<file path="config.mk">
export PLATFORM = sky130hd
export DESIGN_NAME = mf3_median_merge
export DESIGN_NICKNAME = d
export VERILOG_FILES = /design/src/rtl/mf3_pkg.sv /design/src/rtl/mf3_median_merge.sv
export SDC_FILE = /design/constraint.sdc
export NUM_CORES = 1
export LEC_CHECK = 0
export ABC_AREA = 1
export BUFFER_PORTS_ARGS = -buffer_cell sky130_fd_sc_hd__buf_2
export CAP_MARGIN = 20
export CORE_UTILIZATION = 51
export DETAILED_ROUTE_END_ITERATION = 6
export PLACE_DENSITY = 0.77
export SKIP_CTS_REPAIR_TIMING = 1
export SLEW_MARGIN = 20
export SYNTH_ARGS = -nofsm -noshare
export SYNTH_HDL_FRONTEND = slang
export SYNTH_SLANG_ARGS = --single-unit
</file>
<file path="constraint.sdc">
create_clock -name aclk -period 4.3 [get_ports aclk]
set_input_delay 0.215 -clock aclk [delete_from_list [all_inputs] [get_ports aclk]]
set_output_delay 0.215 -clock aclk [all_outputs]
set_load 0.02 [all_outputs]
</file>
<file path="src/rtl/mf3_pkg.sv">
`timescale 1ns / 1ps
// ----------------------------------------------------------------------------
// mf3_pkg
// Shared types and constants of the 3x3 median filter.
// ----------------------------------------------------------------------------
package mf3_pkg;

    localparam int WIDTH_BITS    = 10;
    localparam int HEIGHT_BITS   = 12;
    localparam int CFG_DATA_BITS = 12;
    localparam int CFG_INDEX_BITS = 1;

    localparam logic [HEIGHT_BITS-1:0] HEIGHT_LIMIT  = 12'd4094;
    localparam logic [WIDTH_BITS-1:0]  WIDTH_RESET   = 10'd1022;
    localparam logic [HEIGHT_BITS-1:0] HEIGHT_RESET  = 12'd766;

    typedef enum logic [CFG_INDEX_BITS-1:0] {
        REG_INTERIOR_WIDTH  = 1'b0,
        REG_INTERIOR_HEIGHT = 1'b1
    } mf3_reg_index_t;

    typedef struct packed {
        logic prod;
        logic last;
    } mf3_tag_t;

endpackage

</file>
<file path="src/rtl/mf3_median_merge.sv">
`timescale 1ns / 1ps
// ----------------------------------------------------------------------------
// mf3_median_merge
// Merges three sorted columns into the median of nine: the largest low,
// the middle mid and the smallest high are registered, then their median
// is formed.
// ----------------------------------------------------------------------------
module mf3_median_merge #(
    parameter int PIXEL_BITS = 8
) (
    input  logic                       aclk,
    input  logic                       aresetn,
    input  logic                       en,
    input  mf3_pkg::mf3_tag_t          in_tag,
    input  logic [2:0][PIXEL_BITS-1:0] col_lo,
    input  logic [2:0][PIXEL_BITS-1:0] col_md,
    input  logic [2:0][PIXEL_BITS-1:0] col_hi,
    output mf3_pkg::mf3_tag_t          out_tag,
    output logic [PIXEL_BITS-1:0]      median
);

    import mf3_pkg::*;

    mf3_tag_t              tag_reg;
    logic [PIXEL_BITS-1:0] lo_reg, md_reg, hi_reg;

    function automatic logic [PIXEL_BITS-1:0] max3(input logic [PIXEL_BITS-1:0] a,
                                                   input logic [PIXEL_BITS-1:0] b,
                                                   input logic [PIXEL_BITS-1:0] c);
        logic [PIXEL_BITS-1:0] m;
        m = (a < b) ? b : a;
        return (m < c) ? c : m;
    endfunction

    function automatic logic [PIXEL_BITS-1:0] min3(input logic [PIXEL_BITS-1:0] a,
                                                   input logic [PIXEL_BITS-1:0] b,
                                                   input logic [PIXEL_BITS-1:0] c);
        logic [PIXEL_BITS-1:0] m;
        m = (a < b) ? a : b;
        return (m < c) ? m : c;
    endfunction

    function automatic logic [PIXEL_BITS-1:0] med3(input logic [PIXEL_BITS-1:0] a,
                                                   input logic [PIXEL_BITS-1:0] b,
                                                   input logic [PIXEL_BITS-1:0] c);
        logic [PIXEL_BITS-1:0] mn, mx, t;
        mn = (a < b) ? a : b;
        mx = (a < b) ? b : a;
        t  = (mx < c) ? mx : c;
        return (mn < t) ? t : mn;
    endfunction

    always_ff @(posedge aclk) begin
        if (!aresetn) begin
            tag_reg <= '0;
        end else if (en) begin
            tag_reg <= in_tag;
        end
    end

    always_ff @(posedge aclk) begin
        if (en) begin
            lo_reg <= max3(col_lo[0], col_lo[1], col_lo[2]);
            md_reg <= med3(col_md[0], col_md[1], col_md[2]);
            hi_reg <= min3(col_hi[0], col_hi[1], col_hi[2]);
        end
    end

    assign out_tag = tag_reg;
    assign median  = med3(lo_reg, md_reg, hi_reg);

endmodule

</file>
==> results.py <==
metrics = {
    "status": {
        "status": "finished with violations",
        "violations": "setup timing",
    },
    "critical_path": {
        "cp_slowest_cell": "edfxtp_1",
        "critPathKind": "reg2out",
        "required_ns": 4.09,
        "start_kind": "flop",
        "cp_cell_sequence": "ha_1, a21oi_2, o21a_1, nand2_4, buf_6, o21ai_4, ha_4, a21oi_2, nor2_1, a211oi_2, nand2_2, buf_4, o21ai_1, ha_1, a21oi_1, nand2_2, nand2_4, nand2_4, nand2_1, nand2_1, buf_4",
        "max_stage_delay_ns": 0.40,
        "crit_top_cell": "nand2_4",
        "critPathMaxFanout": 9,
        "critPathCaptureType": "output pin",
        "crit_arrival_ns": 4.14,
    },
    "route": {
        "wirelength_mm": 8.90,
        "drt_pass1_iterations": 4,
        "drc": 0,
        "routed_via_density": 5.07,
        "drtIter0Drc": 122,
        "wl_per_cell_um": 11.6,
        "vias": 3882,
        "ant_nets": 0,
    },
    "logic_synthesis": {
        "netlist_area_sq_mm": 0.00377,
        "async_reset_ff_frac": 0,
        "ys_seq_area_frac": 0.202,
        "syn_inst": 571,
        "synth_cell_types": 23,
        "synth_nets": 718,
        "yosysWarnings": 0,
        "syn_area_per_cell_sq_um": 6.60,
        "synth_edf_count": 24,
        "ys_ff_latch": 26,
        "synth_top_flop_cell": "edfxtp_1",
    },
    "grt": {
        "busiest_layer": "met2",
        "track_usage": 0.218,
        "grt_first_pass_wirelength_mm": 13.6,
        "grt_max_degree": 28,
        "grt_pass1_vias": 3450,
        "grt_use_met1": 0.264,
        "globalRouteOverflowTotal": 0,
        "use_met2": 0.416,
        "antenna_found_initial": 0,
        "grtUsageMet3": 0.0141,
    },
    "floorplanning": {
        "start_util": 0.542,
        "die_w_um": 87.9,
        "core_sq_mm": 0.00694,
        "row_count": 30,
        "io_pins": 87,
        "die_area_sq_mm": 0.00773,
        "die_y_um": 87.9,
    },
    "sta": {
        "fin_crit_sh": 1.01,
        "fin_setup_tns_ns": -0.353,
        "timing.final.ws_setup_ns": -0.0560,
        "tightest_slew_ns": 0.613,
        "skew_ns": 0,
        "hold_slack_ns": 0.177,
        "period_needed_ns": 4.36,
        "drv_slew": 0,
        "hold_viol": 0,
        "slew_headroom": 0.590,
        "setup_violations": 8,
        "rsz0062_at_grt": "true",
        "max_freq_ghz": 0.230,
    },
    "clocking": {
        "cts_buffers": 3,
        "clockBufferDepth": 2,
        "htree_levels": 1,
        "worstSkewPairLatency_ns": 0.27,
        "clk_pin_slew_ns": 0.09,
        "cts_tree": "built",
        "root_buffer": "clkbuf_8",
        "cts.sinks": 26,
    },
    "layout": {
        "nNetsFinal": 818,
        "num_antenna_cells": 0,
        "drive_gt1_frac": 0.242,
        "area_delta_synth_final_pct": 23.4,
    },
    "power": {
        "switchingPower_uw": 1660,
        "p_int_uw": 1580,
        "ir_worst_vdd_uv": 373,
        "power_switching_share": 0.513,
        "seqPwrFrac": 0.119,
        "p_clk_frac": 0.062,
        "p_leak_uw": 0.00262,
        "powerDensity_mw_per_mm2": 696,
        "pwr-share-comb": 0.819,
    },
    "placed_design": {
        "place_ws_ns": 0.0888,
        "hpwl_mm": 7.10,
        "numPortBuffers": 86,
        "gp_congestion": 0.816,
    },
    "run": {
        "cap_violations": 0,
    },
    "min_path": {
        "hold_path_class": "in2reg",
    },
}
cell type report:
type                    count  area [sq um]
clock buffers               3          41.3
clock inverters             1          30.0
well taps                  96           120
fillers                   600          2300
inverters                 103           387
flip-flops and latches     26           761
multi-input cells         432          2700
repair buffers            105           609
layout by cell type (no fill, tap or decap), types with 4 or more instances in the layout:
cell,Yosys,routed
and2_1,4,4
ha_1,70,64
nand2_4,4,5
buf_4,1,16
o21ai_2,7,12
inv_2,0,7
o21ai_1,5,12
nand3_1,33,33
inv_1,103,96
o21ai_0,41,27
buf_6,0,7
ha_4,0,5
nor2_1,40,40
a21oi_2,0,4
a21oi_1,45,41
nand2_1,155,156
nand2_2,13,12
edfxtp_1,24,24
buf_2,8,82
logic make-up (layout without fill, tap and decap cells):
group                    Yosys count  in the layout  share of synthesized area
AND/OR/NAND/NOR                  251            252                      0.282
AO/OA/AOI/OAI                    110            110                      0.166
adder cells (fa/ha/maj)           70             70                      0.233
buffers and inverters            114            212                      0.117
flip-flops                        26             26                      0.202
worst max-delay path: cells and delay by family (launching register included):
| kind | cells | cell delay [ns] |
|---|---|---|
| AND/OR/NAND/NOR | 8 | 0.75 |
| flip-flops | 1 | 0.40 |
| AO/OA/AOI/OAI | 7 | 1.37 |
| adder cells (fa/ha/maj) | 3 | 0.86 |
| buffers and inverters | 3 | 0.49 |
power groups by stage:
stage                     clock [uW]  combinational, uW  sequential (uW)
after CTS                        205               2130              381
after detailed placement           0               2130              387
after global routing             213               2930              391
final                            201               2650              385
after floorplan                    0               1600              379
after global placement             0               2040              385
metrics by stage:
step                      instance area, sq um  power (uW)  cells  utilization
after global placement                    4300        2430    747        0.619
after global routing                      4650        3540    766        0.669
after detailed placement                  4300        2510    747        0.619
final                                     4650        3240    766        0.669
after CTS                                 4370        2720    751        0.629
after floorplan                           3770        1980    571            -
path summary, 6_finish.rpt:
path	start	endpoint	cells past startpoint	slack, ns
setup / recovery	lo_reg[5]$_DFFE_PP_	median[7]	21	-0.06
hold / removal	in_tag[0]	out_tag[0]$_SDFFE_PN0P_	3	0.18
setup reg to reg	out_tag[0]$_SDFFE_PN0P_	out_tag[0]$_SDFFE_PN0P_	2	3.68
hold reg to reg	out_tag[1]$_SDFFE_PN0P_	out_tag[1]$_SDFFE_PN0P_	2	0.51
synth_stat cells, drive strengths merged (4+ instances only):
master  instances  area (sq um)
a211oi          6          55.1
a21oi          45           225
and2            4          25.0
buf             9          47.6
edfxtp         24           721
ha             70           876
inv           103           387
nand2         172           708
nand3          33           165
nor2           40           150
o211ai          4          40.0
o21ai          53           292
routing by layer:
metal / vias up / wire length, um
met2: 90 / 4620
li1: 2065 / -
met1: 1710 / 3810
met4: 0 / 180
met3: 17 / 284
met5: - / 0
Power figures use the tool's default switching activity.
