===== config.mk =====
export PLATFORM = sky130hd
export DESIGN_NAME = mf3_window
export DESIGN_NICKNAME = d
export VERILOG_FILES = /design/src/rtl/mf3_window.sv
export SDC_FILE = /design/constraint.sdc
export NUM_CORES = 1
export LEC_CHECK = 0
export BUFFER_PORTS_ARGS = -buffer_cell sky130_fd_sc_hd__buf_2
export CORE_MARGIN = 2
export CORE_UTILIZATION = 52
export CTS_CLUSTER_DIAMETER = 80
export DETAILED_ROUTE_END_ITERATION = 8
export PLACE_DENSITY_LB_ADDON = 0.15
export SETUP_SLACK_MARGIN = 0.4
export SLEW_MARGIN = 15
export SYNTH_ARGS = -nofsm -noshare
export SYNTH_HDL_FRONTEND = slang
export SYNTH_SLANG_ARGS = --single-unit

===== constraint.sdc =====
create_clock -name aclk -period 6.25 [get_ports aclk]
set_input_delay 0.625 -clock aclk [delete_from_list [all_inputs] [get_ports aclk]]
set_output_delay 0.625 -clock aclk [all_outputs]
set_load 0.05 [all_outputs]

===== src/rtl/mf3_window.sv =====
`timescale 1ns / 1ps
// ----------------------------------------------------------------------------
// mf3_window
// Chain of three column cells. A new column is sorted as it enters and
// each cell hands its sorted column to its left neighbor on every shift.
// ----------------------------------------------------------------------------
module mf3_window #(
    parameter int PIXEL_BITS = 8
) (
    input  logic                       aclk,
    input  logic                       aresetn,
    input  logic                       shift_en,
    input  logic [PIXEL_BITS-1:0]      up_px,
    input  logic [PIXEL_BITS-1:0]      mid_px,
    input  logic [PIXEL_BITS-1:0]      new_px,
    output logic [2:0][PIXEL_BITS-1:0] col_lo,
    output logic [2:0][PIXEL_BITS-1:0] col_md,
    output logic [2:0][PIXEL_BITS-1:0] col_hi
);

    logic [PIXEL_BITS-1:0] x0, x1, y1;
    logic [PIXEL_BITS-1:0] sort_lo, sort_md, sort_hi;
    logic [2:0][PIXEL_BITS-1:0] lo_reg, md_reg, hi_reg;

    always_comb begin
        x0      = (up_px < mid_px) ? up_px : mid_px;
        x1      = (up_px < mid_px) ? mid_px : up_px;
        y1      = (x1 < new_px) ? x1 : new_px;
        sort_hi = (x1 < new_px) ? new_px : x1;
        sort_lo = (x0 < y1) ? x0 : y1;
        sort_md = (x0 < y1) ? y1 : x0;
    end

    always_ff @(posedge aclk) begin
        if (!aresetn) begin
            lo_reg <= '0;
            md_reg <= '0;
            hi_reg <= '0;
        end else if (shift_en) begin
            for (int i = 0; i < 2; i++) begin
                lo_reg[i] <= lo_reg[i+1];
                md_reg[i] <= md_reg[i+1];
                hi_reg[i] <= hi_reg[i+1];
            end
            lo_reg[2] <= sort_lo;
            md_reg[2] <= sort_md;
            hi_reg[2] <= sort_hi;
        end
    end

    assign col_lo = lo_reg;
    assign col_md = md_reg;
    assign col_hi = hi_reg;

endmodule


==> impl_metrics.json, run 1 <==
{
  "status": "finished clean",
  "slew_viol_final": 0,
  "final_core_util_pct": 63.9,
  "yosysSeqAreaShare_pct": 40.1,
  "cts_tree": "built",
  "maxClockFrequency_mhz": 188,
  "synthMuxAreaShare_pct": 19.5,
  "cap_violations": 0,
  "ys_ff_latch": 72,
  "io_pins": 99,
  "first_global_vias": 2638,
  "insertedDiodeCount": 0,
  "die_w_um": 87.2,
  "cts_resized": 0,
  "vias": 2891,
  "yosysWarningCount": 0,
  "drtIter0Drc": 122,
  "tns_ps": 0,
  "worst_slew_pin_slew_ps": 1080,
  "area_delta_synth_final_pct": 20.1,
  "netlist_top_cells_area": "dfxtp_1 (40%), mux2i_1 (19%), nor2b_1 (8.5%)",
  "combPwrFrac_pct": 32.8,
  "clock_latency_ps": 330,
  "viasPerCell": 5.29,
  "async_reset_ff_share_pct": 0,
  "seq_power_share_pct": 39.7,
  "leakagePower_nw": 2.13,
  "grt.total_usage_pct": 21.2,
  "n_fill_cell": 599,
  "synthAdderAreaFrac_pct": 7.31,
  "startpoint_type": "input port",
  "fin_nets": 511,
  "fin_crit_ps": 5320,
  "p_int_w": 0.000847,
  "cp_data_required_time_ps": 6500,
  "drcViolationCount": 0,
  "hold_buffers": 0,
  "ant_nets": 0,
  "cp_max_fo": 22,
  "cts-buffers-inserted": 9,
  "portBuffers": 98,
  "p_switching_w": 0.000507,
  "grt_max_degree": 61,
  "rsz0062_at_grt": "false",
  "start_util_pct": 53.2,
  "synth.net_count": 420,
  "yosysTopAreaCell": "dfxtp_1",
  "cts.clk_slew.worst_paths_ps": 70,
  "routed_wl_um": 7830,
  "rows": 30,
  "dpl.hpwl_um": 5850,
  "criticalPathCategory": "input port to flop",
  "die_area_um2": 7600,
  "crit_arrival_ps": 5570,
  "synth_edf_count": 0,
  "ys_types": 38,
  "overflow": 0,
  "hold_violations": 0,
  "setup_viol": 0,
  "ir_drop_v": 0.000217,
  "gp_congestion": 0.899,
  "fin_crit_sh_pct": 85.2,
  "cts_sinks": 72,
  "synth_top_area_share_pct": 40.1,
  "synth-compound-area-share_pct": 12.3,
  "core_area_um2": 6760,
  "cp-end-kind": "flop",
  "synth_area_per_cell_um2": 9.67,
  "slew_headroom_pct": 28.2,
  "synth_top_family_by_area": "multiplexers",
  "clock_power_share_pct": 27.5,
  "synthFlopType": "dfxtp_1",
  "hold_class": "flop to flop",
  "drive_above_1_share_pct": 25.7,
  "antenna_found_initial": 0,
  "whs_ps": 501,
  "dp_slack_ps": 624,
  "synthCells": 372,
  "synth-simple-area-share_pct": 15.5,
  "drt_pre_antenna_iters": 4,
  "switching_share_pct": 37.5,
  "synth_area_um2": 3600,
  "die_h_um": 87.2,
  "post-cts-setup-buffers": 0,
  "htreeDepth": 3,
  "clockRootBuffer": "clkbuf_8",
  "wl_per_cell_um": 14.3,
  "grt_pass1_wl_um": 12700,
  "cts_max_path_buffers": 2,
  "finClkSkew_ps": 9.34,
  "postLayoutSetupSlackWorst_ps": 928,
  "power.density_nw_per_um2": 314,
  "synth-xor-area-share_pct": 0
}
critical path, cell delays in order:
cell and delay [ps]:
buf_2 110, ha_1 370, and3_1 230, a221oi_2 260, o21ai_1 100, buf_4 220
nand2_1 80, o21ai_0 140, ha_1 340, a21oi_1 70, o21ai_1 210, a21o_1 180
a21boi_4 390, buf_4 250, mux2i_1 350, ha_1 320, nand3_1 80, a21oi_1 60
nor2_1 80, o21ai_0 190, or3_1 600, o221ai_1 280
power by group through the flow:
| stage | Combinational [W] | Clock, W | Sequential, W |
|---|---|---|---|
| after global routing | 0.000480 | 0.000401 | 0.000544 |
| final | 0.000444 | 0.000373 | 0.000537 |
| after floorplan | 0.000200 | 0 | 0.000687 |
| after detailed placement | 0.000444 | 0 | 0.000548 |
| after CTS | 0.000446 | 0.000382 | 0.000538 |
| after global placement | 0.000436 | 0 | 0.000547 |
cell type report:
cell class | count | area, µm² | share of cell area [%]
inverter | 25 | 93.8 | 2.17
tap | 80 | 100 | 2.32
timing repair buffer | 101 | 515 | 11.9
sequential | 72 | 1440 | 33.4
clock buffer | 11 | 151 | 3.51
multi-input combinational | 254 | 1960 | 45.5
clock inverter | 4 | 53.8 | 1.25
synth_stat cells (2+ instances only):
master / number
buf_6: 2
mux2i_1: 70
a21oi_1: 10
nand4_1: 2
nor2b_1: 49
nand2b_1: 2
a21o_1: 4
and2_1: 3
inv_1: 25
nand3b_1: 7
nand3_1: 2
nor2_1: 4
a211oi_1: 2
a22o_1: 2
o21ai_1: 17
o221ai_1: 14
dfxtp_1: 72
clkbuf_1: 12
ha_1: 21
buf_2: 3
buf_1: 4
nand2_1: 26
o21ai_0: 4
logic make-up after synthesis:
kind of cell | Yosys count
AOI/OAI and AO/OA | 63
adders and majority gates | 21
buffers and inverters | 46
DFF | 72
muxes | 70
and+or+nand+nor | 100
final timing paths:
path | startpoint | endpoint | slack, ps | cells past startpoint
worst max-delay path | up_px[7] | col_lo[21] | 930 | 22
worst min-delay path | col_hi[17] | col_hi[17] | 500 | 2
worst max register to register | col_md[19] | col_md[11] | 5550 | 2
worst min register to register | col_hi[17] | col_hi[17] | 500 | 2
metrics by stage:
stage	instance area (µm²)	total power, W	instances
6_report	4320	0.00135	547
5_1_grt	4320	0.00142	547
4_1_cts	4320	0.00137	547
3_5_place_dp	4110	0.000992	532
3_3_place_gp	4110	0.000983	532
2_1_floorplan	3600	0.000887	372
metal layers:
layer	wire length [µm]	global-route usage [%]	vias up	share of wire, %
met5	0	0	-	0
met4	59	6.01	0	0.75
met3	378	5.31	4	4.8
met2	3580	32.8	75	46
met1	3810	29.4	1327	49
li1	-	-	1485	-
registers in the layout (all words and copies together) (netlist names):
register	count
col_hi	24
col_lo	24
col_md	24
placed cells by master (no fill, tap or decap), types with 2 or more instances in the layout:
cell type	Yosys	layout
nand4_1	2	2
and2_1	3	3
clkbuf_8	0	11
nand3_1	2	2
nand2b_1	2	2
buf_4	0	4
inv_1	25	25
o21ai_1	17	17
nand2_1	26	26
a22o_1	2	2
nand3b_1	7	7
o21ai_0	4	4
a21o_1	4	4
mux2i_1	70	70
clkinvlp_4	0	2
ha_1	21	21
a21oi_1	10	10
o221ai_1	14	14
nor2b_1	49	49
dfxtp_1	72	72
a211oi_1	2	2
buf_2	3	97
nor2_1	4	4
Power figures use the tool's default switching activity.
==> run 2: changes to the inputs <==
Settings changed: CORE_UTILIZATION 52 to 40.
==> impl_metrics.json, run 2 (synthesis gave the netlist of run 1 again) <==
{
  "io_pins": 99,
  "cap_violations": 0,
  "finClkSkew_ps": 11.7,
  "hold_violations": 0,
  "hold_class": "flop to flop",
  "tns_ps": 0,
  "first_global_vias": 2610,
  "cts-buffers-inserted": 9,
  "n_fill_cell": 877,
  "rr_worst_depth": 2,
  "slew_headroom_pct": 31.3,
  "vias": 2901,
  "top_layer_used": "met4",
  "crit_arrival_ps": 5630,
  "cp-end-kind": "flop",
  "startpoint": "mid_px[7]",
  "fin_crit_sh_pct": 86.0,
  "slew_viol_final": 0,
  "die_w_um": 98.8,
  "cts_max_path_buffers": 2,
  "overflow": 0,
  "core_area_um2": 8720,
  "gp_congestion": 0.828,
  "die_area_um2": 9760,
  "final_core_util_pct": 49.8,
  "viasPerCell": 5.03,
  "rsz0062_at_grt": "false",
  "ir_drop_v": 0.000115,
  "r2r-end": "col_md[14]",
  "dpl.hpwl_um": 6430,
  "criticalPathCategory": "input port to flop",
  "critPathCapture": "col_md[20]",
  "met3_length_um": 344,
  "drcViolationCount": 0,
  "drive_above_1_share_pct": 26.2,
  "insertedDiodeCount": 0,
  "worst_slew_pin_slew_ps": 1030,
  "start_util_pct": 41.2,
  "maxClockFrequency_mhz": 186,
  "wl_per_cell_um": 14.8,
  "ant_nets": 0,
  "cts_sinks": 72,
  "met2_length_um": 3760,
  "layout_commonest_cell": "buf_2",
  "r2r-start": "col_md[22]",
  "die_h_um": 98.8,
  "grt.total_usage_pct": 17.4,
  "drt_pre_antenna_iters": 4,
  "cts.clk_slew.worst_paths_ps": 70,
  "cp_data_required_time_ps": 6510,
  "antenna_found_initial": 0,
  "whs_ps": 504,
  "rows": 34,
  "status": "finished clean",
  "cts_tree": "built",
  "routed_wl_um": 8540,
  "htreeDepth": 3,
  "leakagePower_nw": 2.13,
  "final_cell_mix": "buf_2 (98), dfxtp_1 (72), mux2i_1 (70), nor2b_1 (49), nand2_1 (26)",
  "setup_viol": 0,
  "postLayoutSetupSlackWorst_ps": 877,
  "grt_pass1_wl_um": 13500,
  "r2r_setup_slack_ps": 5540,
  "clockRootBuffer": "clkbuf_8",
  "fin_crit_ps": 5370,
  "dp_slack_ps": 254,
  "portBuffers": 98,
  "grt_max_degree": 60,
  "drtIter0Drc": 67,
  "cp_max_fo": 14,
  "fin_nets": 512,
  "startpoint_type": "input port",
  "clock_latency_ps": 350,
  "area_delta_synth_final_pct": 20.9,
  "design_power_total_w": 0.00132,
  "power.density_nw_per_um2": 304,
  "wirelength_met1_um": 4370
}
==> run 2: cell type report <==
class | count | area [µm²] | area share [%]
Clock buffer | 10 | 138 | 3.17
Clock inverter | 6 | 43.8 | 1.01
Inverter | 25 | 93.8 | 2.16
Multi-Input combinational cell | 254 | 1970 | 45.4
Sequential cell | 72 | 1440 | 33.2
Tap cell | 108 | 135 | 3.11
Timing Repair Buffer | 102 | 520 | 12.0
==> run 2: layer usage <==
layer / up-vias / track usage, %
met5: - / 0
met4: 0 / 5.69
met3: 4 / 3.40
met2: 69 / 25.6
met1: 1338 / 25.5
li1: 1490 / -
==> run 2: worst max-delay path, stage by stage <==
cell and delay [ps]:
buf_2 90, inv_1 50, ha_1 350, and3_1 230
a221oi_2 360, o21ai_4 200, buf_4 220, nand2_1 80
o21ai_1 100, ha_1 310, nand4_1 90, a21oi_1 170
a21o_1 200, a21boi_4 450, mux2i_1 410, ha_1 330
a21oi_1 160, a21oi_1 80, nor2_1 70, o21ai_0 170
or3_1 610, o221ai_1 260
==> run 2: worst min-delay path by stage <==
| stage | start | to | slack, ps | depth (start not counted) |
|---|---|---|---|---|
| finish | col_hi[17] | col_hi[17] | 500 | 2 |
| global placement | col_lo[22] | col_lo[22] | 490 | 2 |
| detailed placement | col_hi[21] | col_hi[21] | 490 | 2 |
| floorplan | col_hi[17] | col_hi[17] | 710 | 2 |
| CTS | col_hi[21] | col_hi[21] | 510 | 2 |
| global route | col_hi[19] | col_hi[19] | 530 | 2 |
==> run 2: stage by stage <==
step / area, µm² / cells
after floorplan: 3600 / 372
after global placement: 4150 / 561
after detailed placement: 4150 / 561
after CTS: 4340 / 577
after global routing: 4350 / 577
final: 4350 / 577
==> run 2: what timing repair did <==
item / 4_1_cts / 5_1_grt
hold buffers: 0 / 0
setup endpoints to repair: 0 / 16
gates resized for setup: 0 / 2
setup buffers: 0 / 0
==> run 2: where the power goes <==
group          internal (W)  switching, W  leakage, nW
clock network      0.000156      0.000181       0.0926
logic              0.000141      0.000306         1.45
registers          0.000502     0.0000364        0.587
total              0.000799      0.000524         2.13
